==> src/hdl/lbb_pkg.sv <==
// ----------------------------------------------------------------------------
// lbb_pkg: shared types and constants of the LED bitmap blink generator
// Command codes, field widths and the per-lane pattern record.
// ----------------------------------------------------------------------------
`default_nettype none

package lbb_pkg;

  localparam int CMD_W     = 3;
  localparam int CH_W      = 3;
  localparam int PAT_W     = 64;
  localparam int OFFSET_W  = 32;
  localparam int DELAY_W   = 8;
  localparam int MIRROR_W  = 8;
  localparam int OUT_W     = 5;
  localparam int NOW_W     = 32;
  localparam int STEP_W    = 6;
  // Only the low bits of a time difference reach the step index.
  localparam int PHASE_W   = 12;

  localparam logic [CMD_W-1:0] CMD_TICK    = 3'd0;
  localparam logic [CMD_W-1:0] CMD_SET     = 3'd1;
  localparam logic [CMD_W-1:0] CMD_CLEAR   = 3'd2;
  localparam logic [CMD_W-1:0] CMD_FORCE   = 3'd3;
  localparam logic [CMD_W-1:0] CMD_DISABLE = 3'd4;

  typedef struct packed {
    logic [PAT_W-1:0]    pattern;
    logic [PHASE_W-1:0]  start_phase;
    logic [STEP_W-1:0]   delay;
    logic [MIRROR_W-1:0] mirror;
  } lane_cfg_t;

  typedef struct packed {
    logic [CMD_W-1:0]    command;
    logic [CH_W-1:0]     channel;
    logic [PAT_W-1:0]    pattern;
    logic [PHASE_W-1:0]  offset;
    logic [STEP_W-1:0]   delay;
    logic [MIRROR_W-1:0] mirror;
    logic                force_level;
  } req_t;

endpackage

`default_nettype wire

==> src/hdl/lbb_if.sv <==
// ----------------------------------------------------------------------------
// lbb_if: request and result channels of the LED bitmap blink generator
// Valid/ready channels; a transfer happens when valid and ready are high.
// ----------------------------------------------------------------------------
`default_nettype none

interface lbb_in_if;
  logic                            valid;
  logic                            ready;
  logic [lbb_pkg::CMD_W-1:0]       command;
  logic [lbb_pkg::CH_W-1:0]        channel;
  logic [lbb_pkg::PAT_W-1:0]       pattern;
  logic [lbb_pkg::OFFSET_W-1:0]    time_offset;
  logic [lbb_pkg::DELAY_W-1:0]     step_delay;
  logic [lbb_pkg::MIRROR_W-1:0]    mirror_start;
  logic                            force_level;

  modport source (output valid, command, channel, pattern, time_offset, step_delay,
                  mirror_start, force_level, input ready);
  modport sink (input valid, command, channel, pattern, time_offset, step_delay,
                mirror_start, force_level, output ready);
endinterface

interface lbb_out_if;
  logic                        valid;
  logic                        ready;
  logic [lbb_pkg::OUT_W-1:0]   pin_levels;
  logic [lbb_pkg::OUT_W-1:0]   pins_written;

  modport source (output valid, pin_levels, pins_written, input ready);
  modport sink (input valid, pin_levels, pins_written, output ready);
endinterface

`default_nettype wire

==> src/hdl/lbb_lane_store.sv <==
// ----------------------------------------------------------------------------
// lbb_lane_store: pattern memory of all lanes
// One record per lane, registered read, write data forwarded to a read in
// the same cycle.
// ----------------------------------------------------------------------------
`default_nettype none

module lbb_lane_store #(
  parameter int CHANNELS = 5
) (
  input  wire                    clk,
  input  wire                    rd_en,
  input  wire [CHANNELS-1:0]     wr_mask,
  input  wire lbb_pkg::lane_cfg_t wr_data,
  output lbb_pkg::lane_cfg_t     rd_data [CHANNELS]
);
  import lbb_pkg::*;

  lane_cfg_t mem [CHANNELS];
  lane_cfg_t rd_r [CHANNELS];

  always_ff @(posedge clk) begin
    for (int c = 0; c < CHANNELS; c++) begin
      if (wr_mask[c]) begin
        mem[c] <= wr_data;
      end
      // A read that meets a write of the same lane takes the new record.
      if (rd_en) begin
        rd_r[c] <= wr_mask[c] ? wr_data : mem[c];
      end
    end
  end

  assign rd_data = rd_r;

endmodule

`default_nettype wire

==> src/hdl/lbb_lane_eval.sv <==
// ----------------------------------------------------------------------------
// lbb_lane_eval: step index and bitmap level of one lane
// Works out the current step from the time and the lane record and picks
// the pattern bit.
// ----------------------------------------------------------------------------
`default_nettype none

module lbb_lane_eval (
  input  wire lbb_pkg::lane_cfg_t           cfg,
  input  wire [lbb_pkg::PHASE_W-1:0]        now_phase,
  output logic                              level
);
  import lbb_pkg::*;

  logic [PHASE_W-1:0] phase;
  logic [STEP_W-1:0]  step_raw;
  logic [STEP_W-1:0]  step;

  always_comb begin
    phase    = now_phase - cfg.start_phase;
    step_raw = phase[PHASE_W-1:PHASE_W-STEP_W] - cfg.delay;
    if (cfg.mirror != '0) begin
      step = cfg.mirror[STEP_W-1:0] - step_raw;
    end else begin
      step = step_raw;
    end
    // Step 0 sits in the most significant bit, so the bit index is ~step.
    level = cfg.pattern[~step];
  end

endmodule

`default_nettype wire

==> src/hdl/led_bitmap_blink_generator.sv <==
// ----------------------------------------------------------------------------
// led_bitmap_blink_generator: multi-channel LED bitmap blink generator
// Millisecond tick, per-lane 64-step bitmaps, forced levels and disable.
// ----------------------------------------------------------------------------
//  channel   direction  payload
//  in_req    sink       command, channel, pattern, time_offset, step_delay,
//                       mirror_start, force_level
//  out_rsp   source     pin_levels, pins_written
//
// One request per cycle while the result channel is not stalled. A request is accepted
// into the evaluation stage, where the lane records from the pattern memory arrive
// together with it; the result of that stage is registered onto out_rsp when out_rsp is free.
// Synchronous active-low reset clears the time, deactivates all lanes and clears the pins.
// A stalled result holds the evaluation stage; one more request waits there.
// ----------------------------------------------------------------------------
`default_nettype none

module led_bitmap_blink_generator #(
  parameter int CHANNELS = 5
) (
  input  wire       clk,
  input  wire       rst_n,
  lbb_in_if.sink    in_req,
  lbb_out_if.source out_rsp
);
  import lbb_pkg::*;

  logic                  s1_v_r;
  req_t                  s1_r;
  logic                  out_v_r;
  logic [OUT_W-1:0]      out_lv_r;
  logic [OUT_W-1:0]      out_wr_r;
  logic [NOW_W-1:0]      now_r;
  logic [CHANNELS-1:0]   active_r;
  logic [CHANNELS-1:0]   tracked_r;
  logic [CHANNELS-1:0]   pin_r;

  logic [NOW_W-1:0]      now_nxt;
  logic [CHANNELS-1:0]   active_nxt;
  logic [CHANNELS-1:0]   tracked_nxt;
  logic [CHANNELS-1:0]   pin_nxt;
  logic [CHANNELS-1:0]   written;
  logic [CHANNELS-1:0]   sel;
  logic [CHANNELS-1:0]   wr_mask;
  logic [CHANNELS-1:0]   lane_level;
  logic [31:0]           pin_ext;
  logic [31:0]           wr_ext;
  lane_cfg_t             wr_data;
  lane_cfg_t             rd_data [CHANNELS];
  logic                  in_fire;
  logic                  s1_fire;
  logic                  out_free;

  assign out_free     = !out_v_r || out_rsp.ready;
  assign s1_fire      = s1_v_r && out_free;
  assign in_req.ready = !s1_v_r || s1_fire;
  assign in_fire      = in_req.valid && in_req.ready;

  // The time advances before the lanes are evaluated on a tick.
  assign now_nxt = (s1_r.command == CMD_TICK) ? now_r + NOW_W'(1) : now_r;

  assign wr_data.pattern     = s1_r.pattern;
  assign wr_data.start_phase = now_r[PHASE_W-1:0] - s1_r.offset;
  assign wr_data.delay       = s1_r.delay;
  assign wr_data.mirror      = s1_r.mirror;

  lbb_lane_store #(.CHANNELS(CHANNELS)) u_store (
    .clk     (clk),
    .rd_en   (in_fire),
    .wr_mask (wr_mask),
    .wr_data (wr_data),
    .rd_data (rd_data)
  );

  for (genvar g = 0; g < CHANNELS; g++) begin : g_lane
    lbb_lane_eval u_eval (
      .cfg       (rd_data[g]),
      .now_phase (now_nxt[PHASE_W-1:0]),
      .level     (lane_level[g])
    );
  end

  always_comb begin
    active_nxt  = active_r;
    tracked_nxt = tracked_r;
    pin_nxt     = pin_r;
    written     = '0;
    wr_mask     = '0;
    for (int c = 0; c < CHANNELS; c++) begin
      sel[c] = (32'(s1_r.channel) == c);
    end
    unique case (s1_r.command)
      CMD_TICK: begin
        for (int c = 0; c < CHANNELS; c++) begin
          if (!active_r[c]) begin
            // An idle lane that was left lit goes dark on the next tick.
            if (tracked_r[c]) begin
              pin_nxt[c]     = 1'b0;
              tracked_nxt[c] = 1'b0;
              written[c]     = 1'b1;
            end
          end else if (lane_level[c] != tracked_r[c]) begin
            pin_nxt[c]     = lane_level[c];
            tracked_nxt[c] = lane_level[c];
            written[c]     = 1'b1;
          end
        end
      end
      CMD_SET: begin
        active_nxt = active_r | sel;
        wr_mask    = s1_fire ? sel : '0;
      end
      CMD_CLEAR: begin
        active_nxt = active_r & ~sel;
      end
      CMD_FORCE: begin
        active_nxt  = active_r & ~sel;
        tracked_nxt = tracked_r & ~sel;
        pin_nxt     = (pin_r & ~sel) | (sel & {CHANNELS{s1_r.force_level}});
        written     = sel;
      end
      CMD_DISABLE: begin
        active_nxt  = '0;
        tracked_nxt = '0;
        pin_nxt     = '0;
        written     = '1;
      end
      default: begin
      end
    endcase
    pin_ext = 32'(pin_nxt);
    wr_ext  = 32'(written);
  end

  always_ff @(posedge clk) begin
    if (!rst_n) begin
      s1_v_r    <= 1'b0;
      out_v_r   <= 1'b0;
      now_r     <= '0;
      active_r  <= '0;
      tracked_r <= '0;
      pin_r     <= '0;
    end else begin
      if (in_req.ready) begin
        s1_v_r <= in_req.valid;
      end
      if (out_free) begin
        out_v_r <= s1_v_r;
      end
      if (s1_fire) begin
        now_r     <= now_nxt;
        active_r  <= active_nxt;
        tracked_r <= tracked_nxt;
        pin_r     <= pin_nxt;
      end
    end
  end

  always_ff @(posedge clk) begin
    if (in_fire) begin
      s1_r.command     <= in_req.command;
      s1_r.channel     <= in_req.channel;
      s1_r.pattern     <= in_req.pattern;
      s1_r.offset      <= in_req.time_offset[PHASE_W-1:0];
      s1_r.delay       <= in_req.step_delay[STEP_W-1:0];
      s1_r.mirror      <= in_req.mirror_start;
      s1_r.force_level <= in_req.force_level;
    end
    if (s1_fire) begin
      out_lv_r <= pin_ext[OUT_W-1:0];
      out_wr_r <= wr_ext[OUT_W-1:0];
    end
  end

  assign out_rsp.valid        = out_v_r;
  assign out_rsp.pin_levels   = out_lv_r;
  assign out_rsp.pins_written = out_wr_r;

endmodule

`default_nettype wire

==> src/flat_wrapper.sv <==
// flat-port wrapper written by rule: the top's interface ports become plain ports
module led_bitmap_blink_generator_flat import lbb_pkg::*;
#(
  parameter int CHANNELS = 5
)
  (clk, rst_n, in_req_valid, in_req_command, in_req_channel, in_req_pattern, in_req_time_offset, in_req_step_delay, in_req_mirror_start, in_req_force_level, in_req_ready, out_rsp_valid, out_rsp_pin_levels, out_rsp_pins_written, out_rsp_ready);
  lbb_in_if in_req_i ();
  lbb_out_if out_rsp_i ();
  input  wire clk;
  input  wire rst_n;
  input wire logic [$bits(in_req_i.valid)-1:0] in_req_valid;
  input wire logic [$bits(in_req_i.command)-1:0] in_req_command;
  input wire logic [$bits(in_req_i.channel)-1:0] in_req_channel;
  input wire logic [$bits(in_req_i.pattern)-1:0] in_req_pattern;
  input wire logic [$bits(in_req_i.time_offset)-1:0] in_req_time_offset;
  input wire logic [$bits(in_req_i.step_delay)-1:0] in_req_step_delay;
  input wire logic [$bits(in_req_i.mirror_start)-1:0] in_req_mirror_start;
  input wire logic [$bits(in_req_i.force_level)-1:0] in_req_force_level;
  output wire logic [$bits(in_req_i.ready)-1:0] in_req_ready;
  output wire logic [$bits(out_rsp_i.valid)-1:0] out_rsp_valid;
  output wire logic [$bits(out_rsp_i.pin_levels)-1:0] out_rsp_pin_levels;
  output wire logic [$bits(out_rsp_i.pins_written)-1:0] out_rsp_pins_written;
  input wire logic [$bits(out_rsp_i.ready)-1:0] out_rsp_ready;
  assign in_req_i.valid = in_req_valid;
  assign in_req_i.command = in_req_command;
  assign in_req_i.channel = in_req_channel;
  assign in_req_i.pattern = in_req_pattern;
  assign in_req_i.time_offset = in_req_time_offset;
  assign in_req_i.step_delay = in_req_step_delay;
  assign in_req_i.mirror_start = in_req_mirror_start;
  assign in_req_i.force_level = in_req_force_level;
  assign in_req_ready = in_req_i.ready;
  assign out_rsp_valid = out_rsp_i.valid;
  assign out_rsp_pin_levels = out_rsp_i.pin_levels;
  assign out_rsp_pins_written = out_rsp_i.pins_written;
  assign out_rsp_i.ready = out_rsp_ready;
  led_bitmap_blink_generator #(.CHANNELS(CHANNELS)) u_core (.clk(clk), .rst_n(rst_n), .in_req(in_req_i), .out_rsp(out_rsp_i));
endmodule
==> config.mk <==
export PLATFORM = sky130hd
export DESIGN_NAME = led_bitmap_blink_generator_flat
export DESIGN_NICKNAME = d
export VERILOG_FILES = /design/src/hdl/lbb_pkg.sv /design/src/hdl/lbb_if.sv /design/src/hdl/lbb_lane_store.sv /design/src/hdl/lbb_lane_eval.sv /design/src/hdl/led_bitmap_blink_generator.sv /design/src/flat_wrapper.sv
export SDC_FILE = /design/constraint.sdc
export NUM_CORES = 1
export LEC_CHECK = 0
export ABC_AREA = 0
export BUFFER_PORTS_ARGS = -buffer_cell sky130_fd_sc_hd__buf_2
export CELL_PAD_IN_SITES_DETAIL_PLACEMENT = 0
export CELL_PAD_IN_SITES_GLOBAL_PLACEMENT = 1
export CORE_MARGIN = 10
export CORE_UTILIZATION = 50
export DETAILED_ROUTE_END_ITERATION = 16
export PLACE_DENSITY = 0.75
export SYNTH_ARGS = -nofsm -noshare
export SYNTH_HDL_FRONTEND = slang
export SYNTH_SLANG_ARGS = --single-unit
==> constraint.sdc <==
create_clock -name clk -period 21.4 [get_ports clk]
set_input_delay 2.14 -clock clk [delete_from_list [all_inputs] [get_ports clk]]
set_output_delay 2.14 -clock clk [all_outputs]
set_load 0.01 [all_outputs]
==> impl_metrics.yaml <==
detailed_routing:
  antenna_left: 0
  viasPerCell: 5.57
  drc: 0
  drt_first_pass_iters: 7
  wl_per_cell_um: 22.3
  vias: 23600
  wl_um: 94400
  initialDrtViolationCount: 1576
floorplanning:
  rows: 104
  die_h_um: 306
  start_util: 0.506
  io_pins: 135
  core_area_um2: 80700
  die_area_um2: 93400
  fp.dieW_um: 306
clock_tree:
  clk_pin_slew_ns: 0.06
  postCtsResizedCells: 0
  cts_buffer_depth: 3
  clkLatencyLatePin_ns: 0.67
  clock_sinks: 1036
  post_cts.repair.setup_buffers: 0
  htree_levels: 3
  hold_buffers: 0
  cts_buffers: 104
  cts-root-buf: "clkbuf_16"
  cts_tree: "done"
critical_path:
  critPathMostFrequentCell: "nor2_1"
  r2r_start: "u_core.s1_r[95]"
  crit_family: "compound AO/OA/AOI/OAI gates"
  end_kind: "flop"
  path_class: "flop to flop"
  crit_slowest_cell: "a21oi_2"
  worstPathMaxFanout: 9
  crit_arrival_ns: 9.51
  critPathMaxStageDelay_ns: 0.78
  startpoint_type: "flop"
  startpoint: "u_core.s1_r[95]"
  cp_data_required_time_ns: 21.82
  path_buf_inv: 1
sta:
  setup_violations: 0
  fmax_mhz: 110
  grt_setup_unrepaired: "false"
  worstMarginPinSlew_ns: 1.23
  period_needed_ns: 9.09
  max_slew_margin: 0.179
  slew_viol_final: 0
  fin_tns_setup_ns: 0
  min_period_over_period: 0.425
  skew_ns: 0.0412
  finalHoldViolCount: 0
power:
  p_sw_frac: 0.272
  pwr-share-seq: 0.466
  p_comb_frac: 0.172
  p_per_area_nw_per_um2: 108
  vdd_drop_max_uv: 77.0
  internal_power_uw: 3640
  p_total_uw: 5010
  cellLeakagePower_uw: 0.0188
  power_frac_clock: 0.363
  netSwitchingPower_uw: 1360
global_route:
  grt_max_degree: 82
  grt_pass1_wl_um: 144000
  grt_antenna_before_repair: 1
  grt_pass1_vias: 24500
  grt_use_total: 0.199
  overflow: 0
synthesis:
  synthCells: 2914
  ys_ff_latch: 1036
  async_flop_share: 0
  syn-num-nets: 3160
  ys.warnings.count: 0
  yosys_most_used_dff: "edfxtp_1"
  syn_area_per_cell_um2: 14.0
  synth_edf_count: 557
  synth_cell_types: 83
  synth_area_um2: 40800
  ys_seq_area_frac: 0.645
placed_design:
  placed_area_um2: 42700
  gp_congestion: 0.856
  dp_hpwl_um: 63000
  io_buffers: 112
layout:
  layout_commonest_cell: "edfxtp_1"
  layout_common_cells: "edfxtp_1 (557), dfxtp_1 (479), mux2_2 (451), nand2_1 (143), inv_1 (132)"
  stdcell_area_um2: 46300
  final_util: 0.573
  fillers: 6423
  antenna_cells: 0
  drive_gt1_frac: 0.256
  num-nets-final: 3329
  area_delta_synth_final_pct: 13.4
run_status:
  status: "finished, final reports clean"
flow_run:
  cap_viol_max_count: 0
min_path:
  hp-class: "flop to flop"
  min_from: "u_core.u_store.mem[0][104]"
-- path summary, 6_finish.rpt --
check	endpoint	slack, ns	depth (start not counted)
setup / recovery	u_core.out_rsp.pins_written[1]	12.31	26
hold / removal	u_core.u_store.mem[0][104]	0.46	2
setup reg to reg	u_core.out_rsp.pins_written[1]	12.31	26
hold reg to reg	u_core.u_store.mem[0][104]	0.46	2
-- routing by layer --
layer	vias to the layer above	track usage	routed length, µm	part of all wire
met5	-	0	13	0.00014
met4	2	0.0759	3380	0.036
met2	606	0.348	47300	0.50
li1	11100	-	-	-
met3	167	0.0311	4410	0.047
met1	11700	0.247	39300	0.42
-- cells by family (layout without fill, tap and decap cells) --
| logic type | Yosys count | in the layout | synth area share |
|---|---|---|---|
| compound gates | 414 | 414 | 0.0664 |
| xor+xnor | 100 | 100 | 0.0220 |
| fa+ha+maj | 124 | 124 | 0.0400 |
| buf+inv | 227 | 485 | 0.0218 |
| flops | 1036 | 1036 | 0.645 |
| mux | 530 | 530 | 0.145 |
| simple gates | 483 | 483 | 0.0599 |
-- cell type report --
type	instances	area (µm²)	share of cell area
flip-flops and latches	1036	26300	0.569
well taps	1060	1330	0.0287
inverters	132	495	0.0107
clock buffers	161	3120	0.0674
clock inverters	34	397	0.00857
multi-input cells	1651	13700	0.296
repair buffers	158	906	0.0196
-- sequential cells by signal, summed over array words and instances (netlist names), 12 cells and up --
signal                  count
u_core.u_store.rd_data    450
u_core.s1_r                97
u_core.u_store.mem        450
u_core.now_r               12
-- worst reg2reg max path: cells and delay by family, from the launching register on --
family	cells	cell delay (ns)
AOI/OAI and AO/OA	7	2.81
and+or+nand+nor	10	2.51
xor gates and xnor gates	4	1.28
adders and majority gates	3	0.98
muxes	1	0.56
DFF	1	0.52
buffers and inverters	1	0.18
-- synth_stat cells (all sizes together) (38+ instances only) --
library cell | instances | share of area
nand2 | 149 | 0.014
a21oi | 72 | 0.0089
ha | 112 | 0.034
inv | 132 | 0.012
nand3 | 94 | 0.012
clkbuf | 61 | 0.0056
a21o | 38 | 0.0070
mux2 | 455 | 0.13
dfxtp | 479 | 0.24
xnor2 | 69 | 0.015
nor2 | 71 | 0.0066
mux2i | 73 | 0.018
edfxtp | 557 | 0.41
o21ai | 124 | 0.015
-- stage by stage --
stage	setup slack [ns]	hold WS (ns)	instances
after global placement	12.38	0.436	4037
after floorplan	5.67	0.427	2914
final	12.31	0.459	4232
after CTS	12.24	0.464	4232
after detailed placement	12.28	0.451	4037
after global routing	11.97	0.480	4232
-- power groups by stage --
stage	clock (µW)	sequential, µW	combinational (µW)
final	1820	2330	859
after detailed placement	0	2370	852
after global routing	1940	2340	917
after global placement	0	2370	831
after floorplan	0	2370	501
after CTS	1860	2330	858
(Power assumes the default switching activity.)
